$ cat src/design/hcd_pkg.sv
// Types, constants and helper functions shared by the chunked transfer decoder.
`timescale 1ns / 1ps
`default_nettype none

package hcd_pkg;

    localparam int CHUNK_SIZE_WIDTH = 24;
    localparam int COUNT_WIDTH      = 16;
    localparam int BYTE_WIDTH       = 8;
    localparam int LENGTH_WIDTH     = 16;

    localparam logic [7:0] CHAR_CR     = 8'h0D;
    localparam logic [7:0] CHAR_LF     = 8'h0A;
    localparam logic [7:0] CHAR_ZERO   = 8'h30;
    localparam logic [7:0] CHAR_NINE   = 8'h39;
    localparam logic [7:0] CHAR_LOW_A  = 8'h61;
    localparam logic [7:0] CHAR_LOW_F  = 8'h66;
    localparam logic [7:0] CHAR_HIGH_A = 8'h41;
    localparam logic [7:0] CHAR_HIGH_F = 8'h46;

    typedef enum logic [3:0] {
        PH_HEADER  = 4'd0,
        PH_SIZE    = 4'd1,
        PH_EXT     = 4'd2,
        PH_SIZE_LF = 4'd3,
        PH_DATA    = 4'd4,
        PH_DATA_CR = 4'd5,
        PH_DATA_LF = 4'd6,
        PH_LAST_CR = 4'd7,
        PH_LAST_LF = 4'd8,
        PH_DONE    = 4'd9
    } t_phase;

    typedef enum logic [1:0] {
        ST_NONE       = 2'd0,
        ST_COMPLETE   = 2'd1,
        ST_INCOMPLETE = 2'd2,
        ST_MALFORMED  = 2'd3
    } t_status;

    typedef struct packed {
        logic                    produce;
        logic                    has_byte;
        t_status                 status;
        logic [BYTE_WIDTH-1:0]   out_byte;
        logic [LENGTH_WIDTH-1:0] total_length;
    } t_result;

    // Returns the digit value in the low four bits and a valid flag in the top bit.
    function automatic logic [4:0] hex_value(input logic [7:0] c);
        logic [7:0] d;
        d = 8'd0;
        if (c >= CHAR_ZERO && c <= CHAR_NINE) begin
            d = c - CHAR_ZERO;
            return {1'b1, d[3:0]};
        end
        if (c >= CHAR_LOW_A && c <= CHAR_LOW_F) begin
            d = c - CHAR_LOW_A + 8'd10;
            return {1'b1, d[3:0]};
        end
        if (c >= CHAR_HIGH_A && c <= CHAR_HIGH_F) begin
            d = c - CHAR_HIGH_A + 8'd10;
            return {1'b1, d[3:0]};
        end
        return 5'd0;
    endfunction

endpackage

`default_nettype wire

$ cat src/design/hcd_parser.sv
// Framing state machine: header skip, chunk-size parsing, data pass-through and trailer checks.
`timescale 1ns / 1ps
`default_nettype none

module hcd_parser (
    input  wire logic            i_clk,
    input  wire logic            i_rst_n,
    input  wire logic            i_en,
    input  wire logic [7:0]      i_byte,
    input  wire logic            i_eob,
    output hcd_pkg::t_result     o_result
);

    localparam int SW = hcd_pkg::CHUNK_SIZE_WIDTH;
    localparam int CW = hcd_pkg::COUNT_WIDTH;

    hcd_pkg::t_phase  r_phase, n_phase;
    logic [1:0]       r_match, n_match;
    logic [SW-1:0]    r_remaining, n_remaining;
    logic [CW-1:0]    r_count, n_count;

    logic [4:0]       w_hex;
    logic [7:0]       w_pat;
    logic [SW-1:0]    w_rem_dec;
    logic             w_has;
    hcd_pkg::t_status w_status;

    assign w_hex     = hcd_pkg::hex_value(i_byte);
    assign w_rem_dec = r_remaining - SW'(1);
    assign w_pat     = r_match[0] ? hcd_pkg::CHAR_LF : hcd_pkg::CHAR_CR;

    // Next state.
    always_comb begin
        n_phase     = r_phase;
        n_match     = r_match;
        n_remaining = r_remaining;
        n_count     = r_count;
        case (r_phase)
            hcd_pkg::PH_HEADER: begin
                if (i_byte == w_pat) begin
                    if (r_match == 2'd3) begin
                        n_match     = 2'd0;
                        n_remaining = '0;
                        n_phase     = hcd_pkg::PH_SIZE;
                    end else begin
                        n_match = r_match + 2'd1;
                    end
                end else begin
                    n_match = (i_byte == hcd_pkg::CHAR_CR) ? 2'd1 : 2'd0;
                end
            end
            hcd_pkg::PH_SIZE: begin
                if (w_hex[4]) begin
                    if (r_remaining[SW-1 -: 4] != 4'd0) begin
                        n_remaining = '1;
                    end else begin
                        n_remaining = {r_remaining[SW-5:0], w_hex[3:0]};
                    end
                end else begin
                    n_phase = (i_byte == hcd_pkg::CHAR_CR) ? hcd_pkg::PH_SIZE_LF
                                                           : hcd_pkg::PH_EXT;
                end
            end
            hcd_pkg::PH_EXT: begin
                if (i_byte == hcd_pkg::CHAR_CR) begin
                    n_phase = hcd_pkg::PH_SIZE_LF;
                end
            end
            hcd_pkg::PH_SIZE_LF: begin
                if (i_byte == hcd_pkg::CHAR_LF) begin
                    n_phase = (r_remaining == '0) ? hcd_pkg::PH_LAST_CR : hcd_pkg::PH_DATA;
                end else if (i_byte != hcd_pkg::CHAR_CR) begin
                    n_phase = hcd_pkg::PH_EXT;
                end
            end
            hcd_pkg::PH_DATA: begin
                if (r_count != '1) begin
                    n_count = r_count + CW'(1);
                end
                n_remaining = w_rem_dec;
                if (w_rem_dec == '0) begin
                    n_phase = hcd_pkg::PH_DATA_CR;
                end
            end
            hcd_pkg::PH_DATA_CR: begin
                n_phase = (i_byte == hcd_pkg::CHAR_CR) ? hcd_pkg::PH_DATA_LF : hcd_pkg::PH_DONE;
            end
            hcd_pkg::PH_LAST_CR: begin
                n_phase = (i_byte == hcd_pkg::CHAR_CR) ? hcd_pkg::PH_LAST_LF : hcd_pkg::PH_DONE;
            end
            hcd_pkg::PH_DATA_LF: begin
                if (i_byte == hcd_pkg::CHAR_LF) begin
                    n_remaining = '0;
                    n_phase     = hcd_pkg::PH_SIZE;
                end else begin
                    n_phase = hcd_pkg::PH_DONE;
                end
            end
            hcd_pkg::PH_LAST_LF: begin
                n_phase = hcd_pkg::PH_DONE;
            end
            default: begin
                n_phase = r_phase;
            end
        endcase
    end

    // Outputs.
    always_comb begin
        w_has    = 1'b0;
        w_status = hcd_pkg::ST_NONE;
        case (r_phase)
            hcd_pkg::PH_DATA: begin
                w_has = 1'b1;
            end
            hcd_pkg::PH_DATA_CR, hcd_pkg::PH_LAST_CR: begin
                if (i_byte != hcd_pkg::CHAR_CR) begin
                    w_status = hcd_pkg::ST_MALFORMED;
                end
            end
            hcd_pkg::PH_DATA_LF: begin
                if (i_byte != hcd_pkg::CHAR_LF) begin
                    w_status = hcd_pkg::ST_MALFORMED;
                end
            end
            hcd_pkg::PH_LAST_LF: begin
                w_status = (i_byte == hcd_pkg::CHAR_LF) ? hcd_pkg::ST_COMPLETE
                                                        : hcd_pkg::ST_MALFORMED;
            end
            default: begin
                w_status = hcd_pkg::ST_NONE;
            end
        endcase
        if (i_eob && r_phase != hcd_pkg::PH_DONE && w_status == hcd_pkg::ST_NONE) begin
            w_status = hcd_pkg::ST_INCOMPLETE;
        end
    end

    always_comb begin
        o_result.produce  = w_has || (w_status != hcd_pkg::ST_NONE);
        o_result.has_byte = w_has;
        o_result.status   = w_status;
        o_result.out_byte = w_has ? i_byte : 8'd0;
        if (33'(n_count) > 33'({hcd_pkg::LENGTH_WIDTH{1'b1}})) begin
            o_result.total_length = '1;
        end else begin
            o_result.total_length = hcd_pkg::LENGTH_WIDTH'(n_count);
        end
    end

    always_ff @(posedge i_clk) begin
        if (!i_rst_n) begin
            r_phase     <= hcd_pkg::PH_HEADER;
            r_match     <= 2'd0;
            r_remaining <= '0;
            r_count     <= '0;
        end else if (i_en) begin
            if (i_eob) begin
                r_phase     <= hcd_pkg::PH_HEADER;
                r_match     <= 2'd0;
                r_remaining <= '0;
                r_count     <= '0;
            end else begin
                r_phase     <= n_phase;
                r_match     <= n_match;
                r_remaining <= n_remaining;
                r_count     <= n_count;
            end
        end
    end

endmodule

`default_nettype wire

$ cat src/design/http_chunked_decoder.sv
// Top level of the HTTP/1.1 chunked transfer decoder with input and result registers.
`timescale 1ns / 1ps
`default_nettype none

// Decodes a chunked HTTP response one byte per request and accepts a new byte in
// every cycle while results are taken. Each byte is held in an input register,
// run through the framing state machine, and any result lands in an output
// register, so a byte passes through both registers before it appears at the
// output. Bytes that give no result (header, size lines, ignored tail) are
// consumed even while the output is stalled. The end-of-buffer byte rearms the
// decoder for a new response.
module http_chunked_decoder (
    input  wire logic        i_clk,
    input  wire logic        i_rst_n,
    input  wire logic        i_s_tvalid,
    output logic             o_s_tready,
    input  wire logic [7:0]  i_s_tdata,   // [7:0] byte_in
    input  wire logic        i_s_tlast,   // end_of_buffer
    output logic             o_m_tvalid,
    input  wire logic        i_m_tready,
    output logic [23:0]      o_m_tdata,   // [7:0] out_byte, [23:8] total_length
    output logic [2:0]       o_m_tuser    // [0] has_byte, [2:1] status
);

    logic             r_in_valid;
    logic [7:0]       r_in_byte;
    logic             r_in_eob;
    logic             r_out_valid;
    hcd_pkg::t_result r_out;

    hcd_pkg::t_result w_result;
    logic             w_out_free;
    logic             w_process;

    hcd_parser u_parser (
        .i_clk    (i_clk),
        .i_rst_n  (i_rst_n),
        .i_en     (w_process),
        .i_byte   (r_in_byte),
        .i_eob    (r_in_eob),
        .o_result (w_result)
    );

    assign w_out_free = !r_out_valid || i_m_tready;
    assign w_process  = r_in_valid && (w_out_free || !w_result.produce);
    assign o_s_tready = !r_in_valid || w_process;

    always_ff @(posedge i_clk) begin
        if (!i_rst_n) begin
            r_in_valid <= 1'b0;
        end else if (o_s_tready) begin
            r_in_valid <= i_s_tvalid;
        end
    end

    always_ff @(posedge i_clk) begin
        if (o_s_tready && i_s_tvalid) begin
            r_in_byte <= i_s_tdata;
            r_in_eob  <= i_s_tlast;
        end
    end

    always_ff @(posedge i_clk) begin
        if (!i_rst_n) begin
            r_out_valid <= 1'b0;
        end else if (w_process && w_result.produce) begin
            r_out_valid <= 1'b1;
        end else if (i_m_tready) begin
            r_out_valid <= 1'b0;
        end
    end

    always_ff @(posedge i_clk) begin
        if (w_process && w_result.produce) begin
            r_out <= w_result;
        end
    end

    assign o_m_tvalid = r_out_valid;
    assign o_m_tdata  = {r_out.total_length, r_out.out_byte};
    assign o_m_tuser  = {r_out.status, r_out.has_byte};

endmodule

`default_nettype wire

$ cat config.mk
export PLATFORM = sky130hd
export DESIGN_NAME = http_chunked_decoder
export DESIGN_NICKNAME = d
export VERILOG_FILES = /design/src/design/hcd_pkg.sv /design/src/design/hcd_parser.sv /design/src/design/http_chunked_decoder.sv
export SDC_FILE = /design/constraint.sdc
export NUM_CORES = 1
export LEC_CHECK = 0
export BUFFER_PORTS_ARGS = -buffer_cell sky130_fd_sc_hd__buf_2
export CAP_MARGIN = 20
export CORE_MARGIN = 4
export CORE_UTILIZATION = 47
export CTS_BUF_LIST = sky130_fd_sc_hd__clkbuf_8
export CTS_CLUSTER_SIZE = 28
export DETAILED_ROUTE_END_ITERATION = 16
export PLACE_DENSITY = 0.67
export SETUP_SLACK_MARGIN = 0.02
export SYNTH_ARGS = -nofsm -noshare
export SYNTH_HDL_FRONTEND = slang
export SYNTH_SLANG_ARGS = --single-unit
$ cat constraint.sdc
create_clock -name i_clk -period 4.5 [get_ports i_clk]
set_input_delay 0.45 -clock i_clk [delete_from_list [all_inputs] [get_ports i_clk]]
set_output_delay 0.45 -clock i_clk [all_outputs]
set_load 0.01 [all_outputs]
Word level (Yosys, flattened, before mapping)
Cells that the tools add are included.

cells by class
  multipliers = 0
  div/mod/pow operators = 0
  reductions and logical operators = 29
  shift-type cells = 0
  muxes and demuxes = 50
  magnitude comparators = 6
  bitwise operators = 0
  $add $sub $neg = 8
  equal/unequal tests = 24

operator list
  kind                                                  number
  2-to-1 mux 24 bit                                     6
  case mux 24 bit (4 select lines)                      1
  zero test 24 bit                                      2
  2-to-1 mux 16 bit                                     3
  2-to-1 mux 4 bit                                      10
  case mux 4 bit (9 select lines)                       1
  2-to-1 mux 5 bit                                      6
  subtractor 24 x 1 -> 24 bit (second input constant)   1
  2-to-1 mux 2 bit                                      9
  != test 3 x 2 -> 1 bit (second input constant)        6
  adder 16 x 1 -> 16 bit (second input constant)        1
  equality test 4 x 3 -> 1 bit (second input constant)  4
  equality test 8 x 4 -> 1 bit (second input constant)  2
  >= comparator 8 x 7 -> 1 bit (second input constant)  2
  <= comparator 8 x 7 -> 1 bit (second input constant)  2
  != test 16 bit (second input constant)                1
  != test 8 x 4 -> 1 bit (second input constant)        2
  2-to-1 mux 1 bit                                      12
  subtractor 4 x 1 -> 4 bit (second input constant)     3
  nonzero test 10 bit                                   1
  adder 4 bit (second input constant)                   2
  equality test 4 x 2 -> 1 bit (second input constant)  2
  equality test 8 x 4 -> 1 bit                          1
  >= comparator 8 x 6 -> 1 bit (second input constant)  1
  22 further kinds                                      36

storage, ports and cells
  RAM bits = 0
  bits in read-only memories = 0
  bits in latches = 0
  output and inout bits = 29
  logic and storage cells = 129
  flip-flop bits (word level) = 84
  memories kept = 0

Longest topological paths before layout
  word-level depth = 13
  mapped depth = 11
  gate-level depth less buffers = 9

Hierarchy
A second synthesis with hierarchy kept.

unflattened totals
  cell total of the unflattened synthesis = 584
  area total of the unflattened synthesis = 5,034.8 µm²

by module, submodules not included
  module                cells an instance  area each (µm²)  instances
  hcd_parser            536                3,836.2          1
  http_chunked_decoder  48                 1,198.6          1

Least setup slack after synthesis
OpenSTA, ideal clock, no wires.

  path kind = register to register
  start point = register u_parser.r_remaining[0]
  end point = register u_parser.r_phase[2]
  slack = 1.848 ns
  buffers on the path = 2
  required time = 4.377 ns
  arrival = 2.530 ns
  cell stages (with the launch flop) = 12
  cells stage by stage = dfxtp_1 > inv_1 > ha_1 > clkbuf_1 > or4b_2 > clkbuf_1 > o21a_1 > nor3_1 > nand4_1 > nor4_1 > a31oi_1 > mux2i_1

between the ends
  cells in the longest elaborated chain, start to end = 4

RTL lines
  what                                     RTL line           source
  start, declared                          hcd_parser.sv:19   logic [SW-1:0] r_remaining, n_remaining;
  start signal, assigned                   hcd_parser.sv:166  r_remaining <= n_remaining;
  subtractor 24 x 1 -> 24 bit              hcd_parser.sv:29   assign w_rem_dec = r_remaining - SW'(1);
  zero test 24 bit                         hcd_parser.sv:81   if (w_rem_dec == '0) begin
  != test 3 x 2 -> 1 bit (no source line)  -
  AND reduction 8 bit (no source line)     -
  end signal, assigned                     hcd_parser.sv:153  r_phase <= hcd_pkg::PH_HEADER;
  end signal, assigned                     hcd_parser.sv:159  r_phase <= hcd_pkg::PH_HEADER;
  end signal, assigned                     hcd_parser.sv:164  r_phase <= n_phase;
  end, declared                            hcd_parser.sv:17   hcd_pkg::t_phase r_phase, n_phase;

No other way between the ends.
A chain may end at the register's enable or synchronous reset.

Final worst setup path
  start point = register r_in_byte[1]
  end point = register u_parser.r_remaining[19]

between the ends
  cells in the longest elaborated chain, start to end = 12

RTL lines
  what                                                                   RTL line                    source
  start, declared                                                        http_chunked_decoder.sv:26  logic [7:0] r_in_byte;
  start signal, assigned                                                 http_chunked_decoder.sv:58  r_in_byte <= i_s_tdata;
  branches (longest 11 deep; another with >= comparator 8 x 7 -> 1 bit)  -
  AND reduction 6 bit (no source line) (*)                               -

Every way passes the cells marked *. The select of a mux whose other input is x is not followed.

==> results.md <==
* Outcome: finished, final reports clean
* Clock Latency Late Sink at ~0.36 ns
* RSZ-0062 raised after global routing: no
* Endpoint of the worst hold path: r_in_byte[5]
* Slew headroom at 0.462
* Worst slew pin tran at 0.808 ns
* Pleak at 0.00197 µW
* Flops & latches, synth at 84
* # fillers at about 960
* Register-to-register setup slack at approximately 1.1 ns
* Post-CTS resize count at 0
* CTS Hold Bufs at 0
* Hold Vio Cnt, Final at 0
* Mapped Cells at 590
* Commonest non-fill, non-tap cell in the layout: o21ai_0
* Worst r2r dst: u_parser.r_remaining[19]
* DRC Markers at 0
* YS warnings at 0
* Peak Freq at between 200 and 300 MHz
* Cts bufs inserted at 9
* Post-DP HPWL at 8180 µm
* Largest net degree at the start of global routing at between 40 and 50
* # port buffers at 41
* Sequential cell area at between 2000 and 2500 µm²
* Die Span X at about 110 µm
* Synth Cell Area at between 5000 and 6000 µm²
* Hold Startpoint: i_s_tdata[5]
* Crit path DAT at 3.68 ns
* Most frequent cells in the layout: 62 x o21ai_0, 55 x a21oi_1, 53 x nand2_1, 48 x dfxtp_1, 43 x nor2_1
* Post-synth EDFFs at 36
* Clock slew at reported path FFs at ~0.090 ns
* Final period utilization at 0.763
* Via count at roughly 4600
* Max Root-Sink Buffers at 2
* Fin crit period at between 3 and 4 ns
* Layout Skew at between 0.015 and 0.02 ns
* Worst vdd ir at 0.000196 V
* HP Class: input pin to flip-flop
* Layout area overhead at 9.05%
* Clk root buf: clkbuf_8
* Post-route ant nets at 0
* DRT Pass-1 Iters at 5
* Final setup fails at 0
* Area of the die at 12500 µm²
* Util after Layout at 0.529
* Setup TNS at 0 ns
* Worst path required time at 4.75 ns
* CP Max Fanout at 18
* Setup bufs post-CTS at 0
* Setup crit end kind: flip-flop
* Critical path type: flip-flop to flip-flop
* Drt first-iter violations at between 300 and 400
* Post-synth ARST share at 0
* CP Launch Type: flip-flop
* Starting Density at 0.485
* N_diodes at 0
* IO Pins at 42
* Count of different cell masters after synthesis at 72
* TritonCTS sink count at 84
* DR vias/cell at slightly above 6
* Nets at 627
* Initial antenna violation count at 0
* Max_cap viols at 0
* Main flop type after synthesis: dfxtp_1
* Multi-input logic area at around 2800 µm²
* H-tree lvl count at 3
* Placer Congestion at roughly 0.86
* Max Slew Vio Count at 0
* Total track usage at 0.201
* Remaining Overflow, GRT at 0
* Worst reg2reg path depth at 10
* Register area share after synthesis at 0.404
* Hold path depth at 1
* Site Rows at 37
* Reg-to-Reg Start: r_in_byte[1]
* Share of layout cells above drive strength 1 at 0.142
* Power density cells at about 290 nW/µm²
* Syn nets at ~600
* CTS tree: yes
* Core footprint at around 10000 µm²
* DIE HEIGHT at between 100 and 150 µm
* DR WL/cell at roughly 17 µm
* Vias in the first global route at between 4000 and 5000
* Syn Area/Cell at ~8.6 µm²
* Routed wire length at 12600 µm
* Global-route wire length before repair at 21100 µm
-- worst max path at each step --
stage / start / endpoint / slack (ns) / cells after the start
after floorplan: u_parser.r_remaining[0] / u_parser.r_phase[2] / 1.85 / 11
after global placement: r_in_byte[1] / u_parser.r_remaining[22] / 1.38 / 10
after detailed placement: r_in_byte[1] / u_parser.r_remaining[19] / 1.16 / 10
after CTS: r_in_byte[1] / u_parser.r_remaining[19] / 1.13 / 10
after global routing: r_in_byte[1] / u_parser.r_remaining[19] / 0.78 / 10
final: r_in_byte[1] / u_parser.r_remaining[19] / 1.07 / 10
-- through the flow --
stage	hold slack, ns	instance area [µm²]	instances	worst slack (ns)	power [µW]
after CTS	0.248	5510	747	1.13	1610
final	0.262	5510	747	1.07	1600
after global routing	0.240	5510	747	0.783	1660
after floorplan	0.453	5050	590	1.85	971
after detailed placement	0.478	5290	731	1.16	1020
after global placement	0.467	5290	731	1.38	1010
-- per-layer routing --
metal,up-vias,global-route usage,share of wire
li1,2247,-,-
met1,2189,0.268,0.45
met2,155,0.324,0.48
met3,25,0.0332,0.055
met4,0,0.0852,0.017
met5,-,0,0
-- logic make-up after synthesis --
logic type	after synthesis	share of synthesized area
flip-flops	84	0.404
buffers and inverters	58	0.0491
XOR/XNOR	16	0.0278
adder cells (fa/ha/maj)	8	0.0198
multiplexers	5	0.0104
AND/OR/NAND/NOR	228	0.250
AO/OA/AOI/OAI	191	0.238
-- critical path, cell delays in order (launching register included) --
cell and delay (ns):
edfxtp_1 0.49, inv_1 0.14, ha_1 0.19, nor3b_1 0.35, nand2_1 0.22, a31oi_1 0.47, a31o_4 0.24, o2111a_1 0.55
buf_4 0.34, nor2_1 0.07, a311oi_1 0.27
-- report_power, final --
part / internal [µW] / leakage (µW) / switching (µW)
Sequential: 809 / 0.000715 / 18.4
Clock: 312 / 0.000112 / 288
Combinational: 61.7 / 0.00114 / 111
Total: 1180 / 0.00197 / 417
-- flip-flops by register name (all words and copies together) (netlist names), 2 cells and up --
register	flops
o_m_tdata	24
u_parser.r_remaining	24
u_parser.r_count	16
r_in_byte	8
u_parser.r_phase	4
o_m_tuser	3
u_parser.r_match	2
-- Yosys cell counts (4+ instances only) --
| library cell | instances | area share |
|---|---|---|
| nor3_1 | 13 | 0.013 |
| a31oi_1 | 12 | 0.015 |
| nand3b_1 | 8 | 0.012 |
| o41ai_1 | 4 | 0.0069 |
| or2_2 | 5 | 0.0062 |
| o21ai_0 | 62 | 0.061 |
| dfxtp_1 | 48 | 0.19 |
| a211oi_1 | 5 | 0.0074 |
| buf_2 | 9 | 0.0089 |
| ha_1 | 8 | 0.020 |
| or4_1 | 8 | 0.012 |
| xor2_1 | 7 | 0.012 |
| a22oi_1 | 7 | 0.010 |
| nor4b_1 | 5 | 0.0087 |
| a21oi_1 | 55 | 0.055 |
| edfxtp_1 | 36 | 0.21 |
| xnor2_1 | 9 | 0.016 |
| nor2b_1 | 5 | 0.0062 |
| inv_1 | 13 | 0.0097 |
| nor2_1 | 43 | 0.032 |
| o211ai_1 | 4 | 0.0059 |
| nand3_1 | 17 | 0.017 |
| or3_1 | 10 | 0.012 |
| nor4_1 | 9 | 0.011 |
| nand2_1 | 53 | 0.039 |
| nand4_1 | 9 | 0.011 |
| and2_1 | 11 | 0.014 |
| o31ai_1 | 13 | 0.019 |
| and3_1 | 7 | 0.0087 |
| clkbuf_1 | 31 | 0.023 |
-- layout make-up --
type                    instances  area share
clock buffers                   9      0.0225
clock inverters                 7      0.0168
inverters                      14     0.00955
multi-input cells             448       0.501
flip-flops and latches         84       0.371
well taps                     136      0.0309
repair buffers                 49      0.0482
No activity file was read; power rests on OpenSTA's default activity.
